===== config.mk =====
export PLATFORM = sky130hd
export DESIGN_NAME = wat_comment_whitespace_filter
export DESIGN_NICKNAME = d
export VERILOG_FILES = /design/src/rtl/wcwf_pkg.sv /design/src/rtl/wat_comment_whitespace_filter.sv /design/src/rtl/wcwf_scan.sv /design/src/rtl/wcwf_fifo.sv
export VERILOG_INCLUDE_DIRS = /design/src /design/src/rtl
export SDC_FILE = /design/constraint.sdc
export NUM_CORES = 1
export LEC_CHECK = 0
export ABC_AREA = 1
export BUFFER_PORTS_ARGS = -buffer_cell sky130_fd_sc_hd__clkbuf_2
export CORE_UTILIZATION = 55
export CTS_BUF_LIST = sky130_fd_sc_hd__clkbuf_4 sky130_fd_sc_hd__clkbuf_8 sky130_fd_sc_hd__clkbuf_16
export DETAILED_ROUTE_END_ITERATION = 8
export GPL_TIMING_DRIVEN = 1
export HOLD_SLACK_MARGIN = 0.12
export PLACE_DENSITY_LB_ADDON = 0.05
export SYNTH_ARGS = -nofsm -noshare
export SYNTH_HDL_FRONTEND = slang
export SYNTH_SLANG_ARGS = --single-unit
export TNS_END_PERCENT = 5

===== constraint.sdc =====
create_clock -name aclk -period 4.2 [get_ports aclk]
set_clock_uncertainty 0.15 [all_clocks]
set_input_delay 0.21 -clock aclk [delete_from_list [all_inputs] [get_ports aclk]]
set_output_delay 0.21 -clock aclk [all_outputs]
set_load 0.03 [all_outputs]

===== src/rtl/wat_comment_whitespace_filter_defines.svh =====
// assertion macros shared by the comment and whitespace filter rtl
// expects aclk and aresetn in the scope of each use
`ifndef WAT_COMMENT_WHITESPACE_FILTER_DEFINES_SVH
`define WAT_COMMENT_WHITESPACE_FILTER_DEFINES_SVH

// same-cycle implication, checked out of reset
`define WCWF_ASSERT_IMPLY(label, ante, cons) \
    label: assert property (@(posedge aclk) disable iff (!aresetn) (ante) |-> (cons)) \
        else $error("wcwf assertion failed");

// next-cycle implication, checked out of reset
`define WCWF_ASSERT_NEXT(label, ante, cons) \
    label: assert property (@(posedge aclk) disable iff (!aresetn) (ante) |=> (cons)) \
        else $error("wcwf assertion failed");

`endif


===== src/rtl/wcwf_pkg.sv =====
// shared types, character codes and helpers of the comment and whitespace filter
// no dependencies
`timescale 1ns / 1ps

package wcwf_pkg;

    // character codes
    localparam logic [7:0] ChSemi  = 8'h3B;
    localparam logic [7:0] ChOpen  = 8'h28;
    localparam logic [7:0] ChClose = 8'h29;
    localparam logic [7:0] ChLf    = 8'h0A;
    localparam logic [7:0] ChSpace = 8'h20;
    localparam logic [7:0] ChTab   = 8'h09;
    localparam logic [7:0] ChCr    = 8'h0D;

    // status codes
    localparam logic [1:0] StatusOk       = 2'd0;
    localparam logic [1:0] StatusUnclosed = 2'd1;
    localparam logic [1:0] StatusTooDeep  = 2'd2;

    // block comment nesting
    localparam int MaxDepth = 255;
    localparam int DepthW   = $clog2(MaxDepth + 1);

    // result queue
    localparam int FifoDepth = 4;
    localparam int PtrW      = $clog2(FifoDepth);
    localparam int CntW      = $clog2(FifoDepth + 1);

    // scanner modes
    typedef enum logic [4:0] {
        ModeNormal     = 5'b00001,
        ModeLine       = 5'b00010,
        ModeBlock      = 5'b00100,
        ModeBlockParen = 5'b01000,
        ModeBlockSemi  = 5'b10000
    } scan_mode_t;

    typedef struct packed {
        logic [7:0] ch;
        logic       last;
        logic [1:0] status;
    } result_t;

    // up to two results made by one item
    typedef struct packed {
        logic [1:0] cnt;
        result_t    r1;
        result_t    r0;
    } step_t;

    function automatic logic is_space(input logic [7:0] c);
        return c inside {ChSpace, ChLf, ChTab, ChCr};
    endfunction

    function automatic logic [7:0] as_output(input logic [7:0] c);
        return (c == ChLf) ? ChSpace : c;
    endfunction

endpackage


===== src/rtl/wat_comment_whitespace_filter.sv =====
// Comment and whitespace filter for WebAssembly text, one byte per input item.
//
// Input channel s_*: one source byte per item, s_end_of_stream marks the last.
// Result channel m_*: filtered characters, m_out_last on the final result of a
// stream, m_status flags an unclosed block comment (1) or nesting too deep (2).
// An item yields zero, one or two results, since one char is held as lookahead;
// the end of a stream always yields at least one result.
//
// An accepted item waits in the input register until the result queue has
// room, is then scanned, and its results are written into the queue.
// Throughput: one item per cycle while the four-entry result queue has room
// for two results; the m_ side drains one result per cycle, so items that make
// two results run at the pace of that single output port.
// A stalled receiver fills the queue, then holds the scan stage, then drops
// s_ready; nothing is lost. Reset clears the scanner to normal text with
// nothing held and depth zero, and empties the queue.
// depends on wcwf_pkg, wcwf_scan, wcwf_fifo
`timescale 1ns / 1ps

module wat_comment_whitespace_filter (
    input  logic       aclk,
    input  logic       aresetn,
    input  logic       s_valid,
    output logic       s_ready,
    input  logic [7:0] s_in_char,
    input  logic       s_end_of_stream,
    output logic       m_valid,
    input  logic       m_ready,
    output logic [7:0] m_out_char,
    output logic       m_out_last,
    output logic [1:0] m_status
);
    import wcwf_pkg::*;

    logic       in_valid_reg, in_valid_next;
    logic [7:0] in_char_reg;
    logic       in_eos_reg;
    logic       fire;
    logic       room2;
    step_t      step;
    result_t    head;

    // input register, emptied when the scan stage fires and no new byte is taken in
    assign fire    = in_valid_reg && room2;
    assign s_ready = !in_valid_reg || fire;

    always_comb begin
        in_valid_next = in_valid_reg;
        if (s_valid && s_ready) begin
            in_valid_next = 1'b1;
        end else if (fire) begin
            in_valid_next = 1'b0;
        end
    end

    always_ff @(posedge aclk) begin
        if (!aresetn) begin
            in_valid_reg <= 1'b0;
        end else begin
            in_valid_reg <= in_valid_next;
        end
    end

    always_ff @(posedge aclk) begin
        if (s_valid && s_ready) begin
            in_char_reg <= s_in_char;
            in_eos_reg  <= s_end_of_stream;
        end
    end

    // scanner
    wcwf_scan u_scan (
        .aclk    (aclk),
        .aresetn (aresetn),
        .step_en (fire),
        .in_char (in_char_reg),
        .in_eos  (in_eos_reg),
        .step    (step)
    );

    // result queue
    wcwf_fifo u_fifo (
        .aclk      (aclk),
        .aresetn   (aresetn),
        .push      (step),
        .pop       (m_ready),
        .head      (head),
        .not_empty (m_valid),
        .room2     (room2)
    );

    assign m_out_char = head.ch;
    assign m_out_last = head.last;
    assign m_status   = head.status;

endmodule


===== src/rtl/wcwf_scan.sv =====
// scanner state and per-item filter logic: mode, lookahead char, comment depth
// depends on wcwf_pkg and wat_comment_whitespace_filter_defines.svh
`timescale 1ns / 1ps
`include "wat_comment_whitespace_filter_defines.svh"

module wcwf_scan (
    input  logic            aclk,
    input  logic            aresetn,
    input  logic            step_en,
    input  logic [7:0]      in_char,
    input  logic            in_eos,
    output wcwf_pkg::step_t step
);
    import wcwf_pkg::*;

    scan_mode_t        mode_reg, mode_next;
    logic [7:0]        held_char_reg, held_char_next;
    logic              held_valid_reg, held_valid_next;
    logic [DepthW-1:0] depth_reg, depth_next;

    result_t           res [2];
    logic [1:0]        cnt;

    // one item: mode update, lookahead and up to two results
    always_comb begin
        logic              fresh;
        logic [DepthW-1:0] dec;
        mode_next       = mode_reg;
        held_char_next  = held_char_reg;
        held_valid_next = held_valid_reg;
        depth_next      = depth_reg;
        res[0]          = '0;
        res[1]          = '0;
        cnt             = 2'd0;
        fresh           = 1'b0;
        dec             = depth_reg;

        case (mode_reg)
            ModeLine: begin
                if (in_char == ChLf) begin
                    mode_next       = ModeNormal;
                    held_char_next  = ChLf;
                    held_valid_next = 1'b1;
                end
            end
            ModeNormal: begin
                if (!held_valid_reg) begin
                    fresh = 1'b1;
                end else begin
                    held_valid_next = 1'b0;
                    if (held_char_reg == ChSemi) begin
                        if (in_char == ChSemi) begin
                            mode_next = ModeLine;
                        end else begin
                            res[cnt[0]].ch = ChSemi;
                            cnt            = cnt + 2'd1;
                            fresh          = 1'b1;
                        end
                    end else if (held_char_reg == ChOpen) begin
                        if (in_char == ChSemi) begin
                            mode_next  = ModeBlock;
                            depth_next = DepthW'(1);
                        end else begin
                            res[cnt[0]].ch = ChOpen;
                            cnt            = cnt + 2'd1;
                            fresh          = 1'b1;
                        end
                    end else if (in_char == ChSemi) begin
                        // whitespace right before ';' is dropped
                        fresh = 1'b1;
                    end else if (is_space(in_char)) begin
                        held_char_next  = in_char;
                        held_valid_next = 1'b1;
                    end else begin
                        res[cnt[0]].ch = as_output(held_char_reg);
                        cnt            = cnt + 2'd1;
                        fresh          = 1'b1;
                    end
                end
                // char arriving with nothing held
                if (fresh) begin
                    if (in_char == ChSemi || in_char == ChOpen || is_space(in_char)) begin
                        held_char_next  = in_char;
                        held_valid_next = 1'b1;
                    end else begin
                        res[cnt[0]].ch = in_char;
                        cnt            = cnt + 2'd1;
                    end
                end
            end
            ModeBlock, ModeBlockParen, ModeBlockSemi: begin
                if (mode_reg == ModeBlockParen && in_char == ChSemi) begin
                    // nested open, saturating at the maximum depth
                    if (depth_reg >= DepthW'(MaxDepth)) begin
                        depth_next         = DepthW'(MaxDepth);
                        res[cnt[0]].ch     = 8'd0;
                        res[cnt[0]].status = StatusTooDeep;
                        cnt                = cnt + 2'd1;
                    end else begin
                        depth_next = depth_reg + DepthW'(1);
                    end
                    mode_next = ModeBlock;
                end else if (mode_reg == ModeBlockSemi && in_char == ChClose) begin
                    if (depth_reg != '0) begin
                        dec = depth_reg - DepthW'(1);
                    end
                    depth_next = dec;
                    mode_next  = (dec == '0) ? ModeNormal : ModeBlock;
                end else if (in_char == ChOpen) begin
                    mode_next = ModeBlockParen;
                end else if (in_char == ChSemi) begin
                    mode_next = ModeBlockSemi;
                end else begin
                    mode_next = ModeBlock;
                end
            end
            default: begin
                mode_next = ModeNormal;
            end
        endcase

        // end of stream: flush, mark last result, back to reset state
        if (in_eos) begin
            if (mode_next == ModeLine) begin
                res[cnt[0]].ch = ChSpace;
                cnt            = cnt + 2'd1;
            end else if (mode_next != ModeNormal) begin
                res[cnt[0]].ch     = 8'd0;
                res[cnt[0]].status = StatusUnclosed;
                cnt                = cnt + 2'd1;
            end else if (held_valid_next) begin
                res[cnt[0]].ch = as_output(held_char_next);
                cnt            = cnt + 2'd1;
            end
            if (cnt == 2'd0) begin
                res[0].ch = 8'd0;
                cnt       = 2'd1;
            end
            res[~cnt[0]].last = 1'b1;
            mode_next         = ModeNormal;
            held_char_next    = 8'd0;
            held_valid_next   = 1'b0;
            depth_next        = '0;
        end
    end

    assign step.cnt = step_en ? cnt : 2'd0;
    assign step.r0  = res[0];
    assign step.r1  = res[1];

    // scanner state
    always_ff @(posedge aclk) begin
        if (!aresetn) begin
            mode_reg       <= ModeNormal;
            held_char_reg  <= 8'd0;
            held_valid_reg <= 1'b0;
            depth_reg      <= '0;
        end else if (step_en) begin
            mode_reg       <= mode_next;
            held_char_reg  <= held_char_next;
            held_valid_reg <= held_valid_next;
            depth_reg      <= depth_next;
        end
    end

    `WCWF_ASSERT_NEXT(a_eos_clears, step_en && in_eos,
        mode_reg == ModeNormal && !held_valid_reg && depth_reg == '0)
    `WCWF_ASSERT_IMPLY(a_depth_mode,
        mode_reg == ModeBlock || mode_reg == ModeBlockParen || mode_reg == ModeBlockSemi,
        depth_reg != '0)
    `WCWF_ASSERT_IMPLY(a_eos_result, step_en && in_eos,
        step.cnt != 2'd0 && (step.cnt == 2'd1 ? step.r0.last : (step.r1.last && !step.r0.last)))

endmodule


===== src/rtl/wcwf_fifo.sv =====
// result queue: takes up to two results a cycle, hands out one
// depends on wcwf_pkg and wat_comment_whitespace_filter_defines.svh
`timescale 1ns / 1ps
`include "wat_comment_whitespace_filter_defines.svh"

module wcwf_fifo (
    input  logic              aclk,
    input  logic              aresetn,
    input  wcwf_pkg::step_t   push,
    input  logic              pop,
    output wcwf_pkg::result_t head,
    output logic              not_empty,
    output logic              room2
);
    import wcwf_pkg::*;

    result_t         mem [FifoDepth];
    logic [PtrW-1:0] wr_ptr_reg, wr_ptr_next;
    logic [PtrW-1:0] rd_ptr_reg, rd_ptr_next;
    logic [CntW-1:0] count_reg, count_next;
    logic            do_pop;

    assign do_pop    = pop && (count_reg != '0);
    assign not_empty = (count_reg != '0);
    assign room2     = (count_reg <= CntW'(FifoDepth - 2));
    assign head      = mem[rd_ptr_reg];

    // pointer and fill count update
    always_comb begin
        wr_ptr_next = wr_ptr_reg + PtrW'(push.cnt);
        rd_ptr_next = rd_ptr_reg + PtrW'(do_pop);
        count_next  = count_reg + CntW'(push.cnt) - CntW'(do_pop);
    end

    always_ff @(posedge aclk) begin
        if (!aresetn) begin
            wr_ptr_reg <= '0;
            rd_ptr_reg <= '0;
            count_reg  <= '0;
        end else begin
            wr_ptr_reg <= wr_ptr_next;
            rd_ptr_reg <= rd_ptr_next;
            count_reg  <= count_next;
        end
    end

    // storage writes, second result goes one slot after the first
    always_ff @(posedge aclk) begin
        if (push.cnt != 2'd0) begin
            mem[wr_ptr_reg] <= push.r0;
        end
        if (push.cnt == 2'd2) begin
            mem[wr_ptr_reg + PtrW'(1)] <= push.r1;
        end
    end

    `WCWF_ASSERT_IMPLY(a_no_overflow, push.cnt != 2'd0,
        (count_reg + CntW'(push.cnt)) <= CntW'(FifoDepth))
    `WCWF_ASSERT_NEXT(a_count_track, 1'b1,
        count_reg == $past(count_reg) + CntW'($past(push.cnt)) - CntW'($past(do_pop)))
    `WCWF_ASSERT_IMPLY(a_ptr_distance, count_reg != CntW'(FifoDepth),
        PtrW'(wr_ptr_reg - rd_ptr_reg) == count_reg[PtrW-1:0])

endmodule


# ---- Word level (Yosys, flattened, before mapping)
# Memories as Yosys holds them, arrays and structs flattened. A register that Yosys moved wholly into a read port is not among the register bits.
# Index checks and enable logic that the tools add are counted.
dict set report totals {
  ram_bits 44
  register_bits 39
  memories 1
  output_inout_bits 13
}
# name words width rd rd_ports_with_merged_regs wr line_no
set memory_table {}
lappend memory_table {u_fifo.mem 4 11 1 1 2 wcwf_fifo.sv:17} ;# result_t mem [FifoDepth];
dict set report classes {
  n_addsub 9
  magnitude_cmp 8
  mux 119
  bitwise_logic 4
  n_eq_ne 24
  n_reduce_logical 22
}
# op count
set ops {}
lappend ops {{8-bit two-way mux} 32}
lappend ops {{22-bit two-way mux} 7}
lappend ops {{22-bit bitwise mux} 6}
lappend ops {{5-bit two-way mux} 11}
lappend ops {{8-bit by 6-bit == test with 1-bit output (second input constant)} 6}
lappend ops {{11-bit demux with 1-bit select} 4}
lappend ops {{8-bit by 4-bit == test with 1-bit output (second input constant)} 5}
lappend ops {{2-bit two-way mux} 20}
lappend ops {{11-bit two-way mux} 3}
lappend ops {{8-bit case mux with 2 select lines} 2}
lappend ops {{1-bit two-way mux} 26}
lappend ops {{5-bit case mux with 3 select lines} 1}
lappend ops {{6-bit two-way mux} 2}
lappend ops {{5-bit by 2-bit == test with 1-bit output (second input constant)} 2}
lappend ops {{3-bit by 2-bit inequality test with 1-bit output (second input constant)} 3}
lappend ops {{8-bit by 1-bit adder with 8-bit output (second input constant)} 1}
lappend ops {{8-bit greater-or-equal comparator (second input constant)} 1}
lappend ops {{1-bit logical AND} 8}
lappend ops {{8-bit logical NOT} 1}
lappend ops {{2-bit case mux with 2 select lines} 2}
lappend ops {{8-bit nonzero test} 1}
lappend ops {{8-bit by 1-bit subtractor with 8-bit output (second input constant)} 1}
lappend ops {{7-bit AND reduction} 1}
lappend ops {{2-bit by 1-bit adder with 2-bit output (second input constant)} 3}
lappend ops {{26 further kinds} 37}

# ---- Longest topological paths before layout
dict set report logic_depth {
  word_depth 28
  depth_mapped 27
  mapped_depth_nobuf 27
}

# ---- Modules after synthesis
# A second synthesis with hierarchy kept.
dict set report unflattened {
  hier_cells 829
  area_unflattened_um2 6119.6
}
# mod seq_area_each_um2 n_inst cells_per_inst area_each_um2
set by_module_without_submodules {}
lappend by_module_without_submodules {wcwf_scan 440.4 1 539 2981.6}
lappend by_module_without_submodules {wcwf_fifo 1461.4 1 272 2808.9}
lappend by_module_without_submodules {wat_comment_whitespace_filter 290.3 1 18 329.1}

# ---- Least setup slack after synthesis
# No wires, ideal clock.
dict set report synth_timing {
  path_kind {register to register}
  from {register in_char_reg[7]}
  to {register u_fifo.count_reg[2]}
  t_arrival_ps 3251
  setup_time_ps 128
  required_ps 3922
  slack_ps 671
  path_stages_with_launch 26
  cell_sequence {edfxtp_1 > nor2_2 > nand2_1 > nor2_2 > inv_1 > nand2_4 > nand3_1 > nand2_1 > inv_1 > ha_1 > nand3_1 > nand2_2 > inv_2 > nand2_2 > nand2_2 > nor2_2 > nand2_2 > nand2_4 > ha_1 > inv_1 > ha_1 > inv_1 > fa_1 > xor2_1 > inv_1 > nor2_1}
}
dict set report synth_via {
  elab_chain_len 24
  word_cells_on_any_way 65
  classes_between {add/sub (4); eq/ne (9); mux (46); reduce/logical (6)}
}
# item line_no
set synth_rtl {}
lappend synth_rtl {{from (decl)} wat_comment_whitespace_filter.sv:36} ;# logic [7:0] in_char_reg;
lappend synth_rtl {{from (signal assigned)} wat_comment_whitespace_filter.sv:66} ;# in_char_reg <= s_in_char;
lappend synth_rtl {{8-bit by 6-bit == test with 1-bit output (tied with other cells)} wcwf_pkg.sv:53} ;# return c inside {ChSpace, ChLf, ChTab, ChCr};
lappend synth_rtl {{4-bit nonzero test} wcwf_pkg.sv:53}
lappend synth_rtl {{1-bit two-way mux} wcwf_scan.sv:71} ;# end else if (is_space(in_char)) begin
lappend synth_rtl {{2-bit two-way mux} wcwf_scan.sv:68} ;# end else if (in_char == ChSemi) begin
lappend synth_rtl {{2-bit two-way mux} wcwf_scan.sv:59} ;# end else if (held_char_reg == ChOpen) begin
lappend synth_rtl {{2-bit two-way mux} wcwf_scan.sv:51} ;# if (held_char_reg == ChSemi) begin
lappend synth_rtl {{2-bit two-way mux} wcwf_scan.sv:47} ;# if (!held_valid_reg) begin
lappend synth_rtl {{2-bit two-way mux} wcwf_scan.sv:38} ;# case (mode_reg)
lappend synth_rtl {{[8 not listed]} --}
lappend synth_rtl {{2-bit two-way mux} wcwf_scan.sv:123} ;# if (in_eos) begin
lappend synth_rtl {{2-bit logical NOT} wcwf_scan.sv:135} ;# if (cnt == 2'd0) begin
lappend synth_rtl {{2-bit two-way mux} wcwf_scan.sv:135}
lappend synth_rtl {{2-bit two-way mux} wcwf_scan.sv:123}
lappend synth_rtl {{2-bit two-way mux (*)} wcwf_scan.sv:123}
lappend synth_rtl {{2-bit two-way mux (*)} wcwf_scan.sv:147} ;# assign step.cnt = step_en ? cnt : 2'd0;
lappend synth_rtl {{3-bit by 2-bit adder with 3-bit output (*)} wcwf_fifo.sv:32} ;# count_next = count_reg + CntW'(push.cnt) - CntW'(do_pop);
lappend synth_rtl {{3-bit by 1-bit subtractor with 3-bit output (*)} wcwf_fifo.sv:32}
lappend synth_rtl {{to (signal assigned)} wcwf_fifo.sv:43} ;# count_reg <= count_next;
lappend synth_rtl {{to (decl)} wcwf_fifo.sv:20} ;# logic [CntW-1:0] count_reg, count_next;
# Every way passes the cells marked *; elsewhere a longest branch is shown, timed or not. The select of a mux whose other input is x is not followed.
# A chain may end at the register's enable or synchronous reset.

# ---- Worst setup path in the final report
dict set report layout_timing {
  from {register in_char_reg[6]}
  to {register u_fifo.count_reg[2]}
}
# The elaborated chain is that of the path after synthesis.

==> impl_results.md <==
- Final worst path period need: 3.864 ns
- Routed wire per std cell: 15.78 um
- Clock Tree Root: clkbuf_8
- Final std cells w/o fill: 1011
- DRT Pass-1 Iters: 6
- Measured slew at the worst slew-check pin: 1.022 ns
- Post-synth top cells: 274 x nand2_1, 98 x nor2_1, 82 x inv_1
- Die H: 104.2 um
- Initial antenna violation count: 0
- Slew Limit Fails: 0
- Fin worst setup slack: 0.3364 ns
- Placed Area: 6001 um^2
- Netlist Area Pre-Place: 5741 um^2
- Maximum clock frequency: 258.8 MHz
- Final routed DRC violation total: 0
- Drt initial violations: 362
- Top cells by area, synth: edfxtp_1 28%, nand2_1 18%, dfxtp_1 10%
- DP Wirelength: 12.29 mm
- Global-route wire length before repair: 26.73 mm
- Max clock buf depth: 2
- Clock power share: 24.2%
- Peak VDD IR: 207.6 uV
- ANT cells: 0
- Boundary Pins: 26
- Final net count: 895
- Arrival @ worst endpoint: 3.96 ns
- Startpoint Class: flip-flop
- Clk_lat worst skew: 0.38 ns
- Sequential share of the synthesized area: 38.19%
- Grt ovf: 0
- Layout cells sized above 1: 13.44%
- Area delta synth->final: 10.64%
- Reg2Reg Launch Point: in_char_reg[6]
- Worst-path fanout max: 9
- PwrDens: 401.5 nW/um^2
- Vias: 5641
- EDFF count, synth: 53
- Inst Count DP: 982
- Post-DRT Antenna Nets: 0
- Largest net degree at the start of global routing: 27
- Crit path launch: in_char_reg[6]
- #FFs+latches synth: 83
- Core Area: 9955 um^2
- Fin area: 6351 um^2
- Final setup vio count: 0
- Die X-Extent: 104.2 um
- WL final: 15.95 mm
- Gpl congestion: 0.9906
- Leakage power total: 2.841 nW
- Largest Register: u_fifo.mem
- Max reg flops: 44
- Worst-path clk slew: 0.09 ns
- Crit path required time: 4.29 ns
- Synth Instances: 833
- Max_cap viols: 0
- CTS tree: yes
- Async SR Flop Fraction: 0%
- Net Sw Frac: 39.20%
- Placement Setup Slack: 0.2795 ns
- Hold path startpoint: m_ready
- GRT Total Usage: 31.02%
- Hold Vio Cnt, Final: 0
- Post-synth cell types: 48
- Die Area: 10850 um^2
- Reg power frac: 40.5%
- Htree depth: 3
- CP Class: reg -> reg
- Area leader, netlist: edfxtp_1
- Status: complete, no violations
- Routed vias/inst: 5.580
- Worst hold-check path type: in -> reg
- Number of buffers added on ports: 25
- Syn nets: 855
- Slew margin rel.: 31.87%
- Comb pwr share: 35.3%
- Starting Density: 57.67%
- Critical Path Sink Type: flip-flop
- Warnings from Yosys: 0
- Clock sink count: 83
- Prevailing post-synth register cell: edfxtp_1
- Vias in the first global route: 5370
- Most common cell in the netlist: nand2_1
- Row cnt: 36
- Synth Area per Inst: 6.891 um^2
- Sw power: 999.5 uW
- CTS Buf Count: 9
- Top cell type's share of synthesized area: 27.72%
- Period Utilization, post-route: 91.99%
- Pint: 1.550 mW
- WHS: 0.3278 ns
## placed cells by master, fill, tap and decap left out, types with 9 or more instances in the layout
master         count
o22ai_1           16
dfxtp_1           30
nand3_1           45
clkbuf_8           9
inv_2             17
dlygate4sd3_1     11
nor2_1            97
nand2_2           13
clkbuf_2          25
edfxtp_1          53
nand2_1          274
buf_4             13
o21ai_0           48
nor2_4            10
inv_1             80
a21oi_1           41
## worst paths after layout
check	to	slack [ns]	cells past startpoint
worst min-delay path	u_fifo.rd_ptr_reg[0]	0.33	5
worst min register to register	in_valid_reg	0.35	2
worst max register to register	u_fifo.count_reg[2]	0.34	25
worst max-delay path	u_fifo.count_reg[2]	0.34	25
## critical path, stage by stage (launching register included)
cell      delay [ns]
edfxtp_1        0.47
nor2_4          0.18
nand2_1         0.14
nor2_4          0.14
inv_2           0.09
nand2_4         0.12
nand3_1         0.08
nand2_1         0.11
inv_1           0.11
ha_1            0.29
nand3_1         0.08
nand2_2         0.14
inv_2           0.08
nand2_2         0.11
nand2_2         0.08
nor2_2          0.12
nand2_2         0.08
nand2_4         0.10
ha_1            0.23
inv_1           0.05
ha_1            0.13
inv_1           0.04
fa_1            0.37
xor2_1          0.17
inv_1           0.06
nor2_1          0.03
## layer usage
| layer | track usage (%) | wire (um) | up-vias |
|---|---|---|---|
| met4 | 13.98 | 488 | 0 |
| met2 | 51.81 | 7658 | 229 |
| met3 | 4.135 | 996 | 44 |
| met1 | 40.02 | 6806 | 2567 |
| li1 | - | - | 2801 |
| met5 | 0 | 0 | - |
## power by group through the flow
stage | sequential, mW | clock (mW) | combinational, mW
after floorplan | 1.01 | 0 | 0.693
after global placement | 1.05 | 0 | 0.864
after detailed placement | 1.05 | 0 | 0.885
after CTS | 1.03 | 0.617 | 0.895
after global routing | 1.04 | 0.650 | 1.00
final | 1.03 | 0.618 | 0.899
## repair_timing
item                                   4_1_cts  5_1_grt
hold buffers                                11        0
gates resized for setup                      0        5
endpoints found under the hold margin       14        0
setup endpoints to repair                    0        1
buffers inserted                             0        2
## final cells by class
cell class | instances | area [um^2]
Fill cell | 908 | 3603
Multi-Input combinational cell | 631 | 3075
Sequential cell | 83 | 2192
Inverter | 99 | 371.6
Timing Repair Buffer | 49 | 332.8
Clock buffer | 14 | 196.4
Tap cell | 133 | 166.4
Clock inverter | 2 | 16.27
## cells by family after synthesis
group	count (synthesis)	synth area share, %
and+or+nand+nor	477	36.33
AOI/OAI and AO/OA	137	13.71
buffers and inverters	119	8.457
DFF	83	38.19
adders and majority gates	9	2.092
xor gates and xnor gates	8	1.220
## through the flow
step	util (%)	power, mW	TNS (ns)
after floorplan	-	1.702	0
after global placement	60.28	1.912	0
after detailed placement	60.28	1.936	0
after CTS	63.52	2.545	0
after global routing	63.80	2.700	-0.01089
final	63.80	2.550	0
No activity file was read; power rests on OpenSTA's default activity.
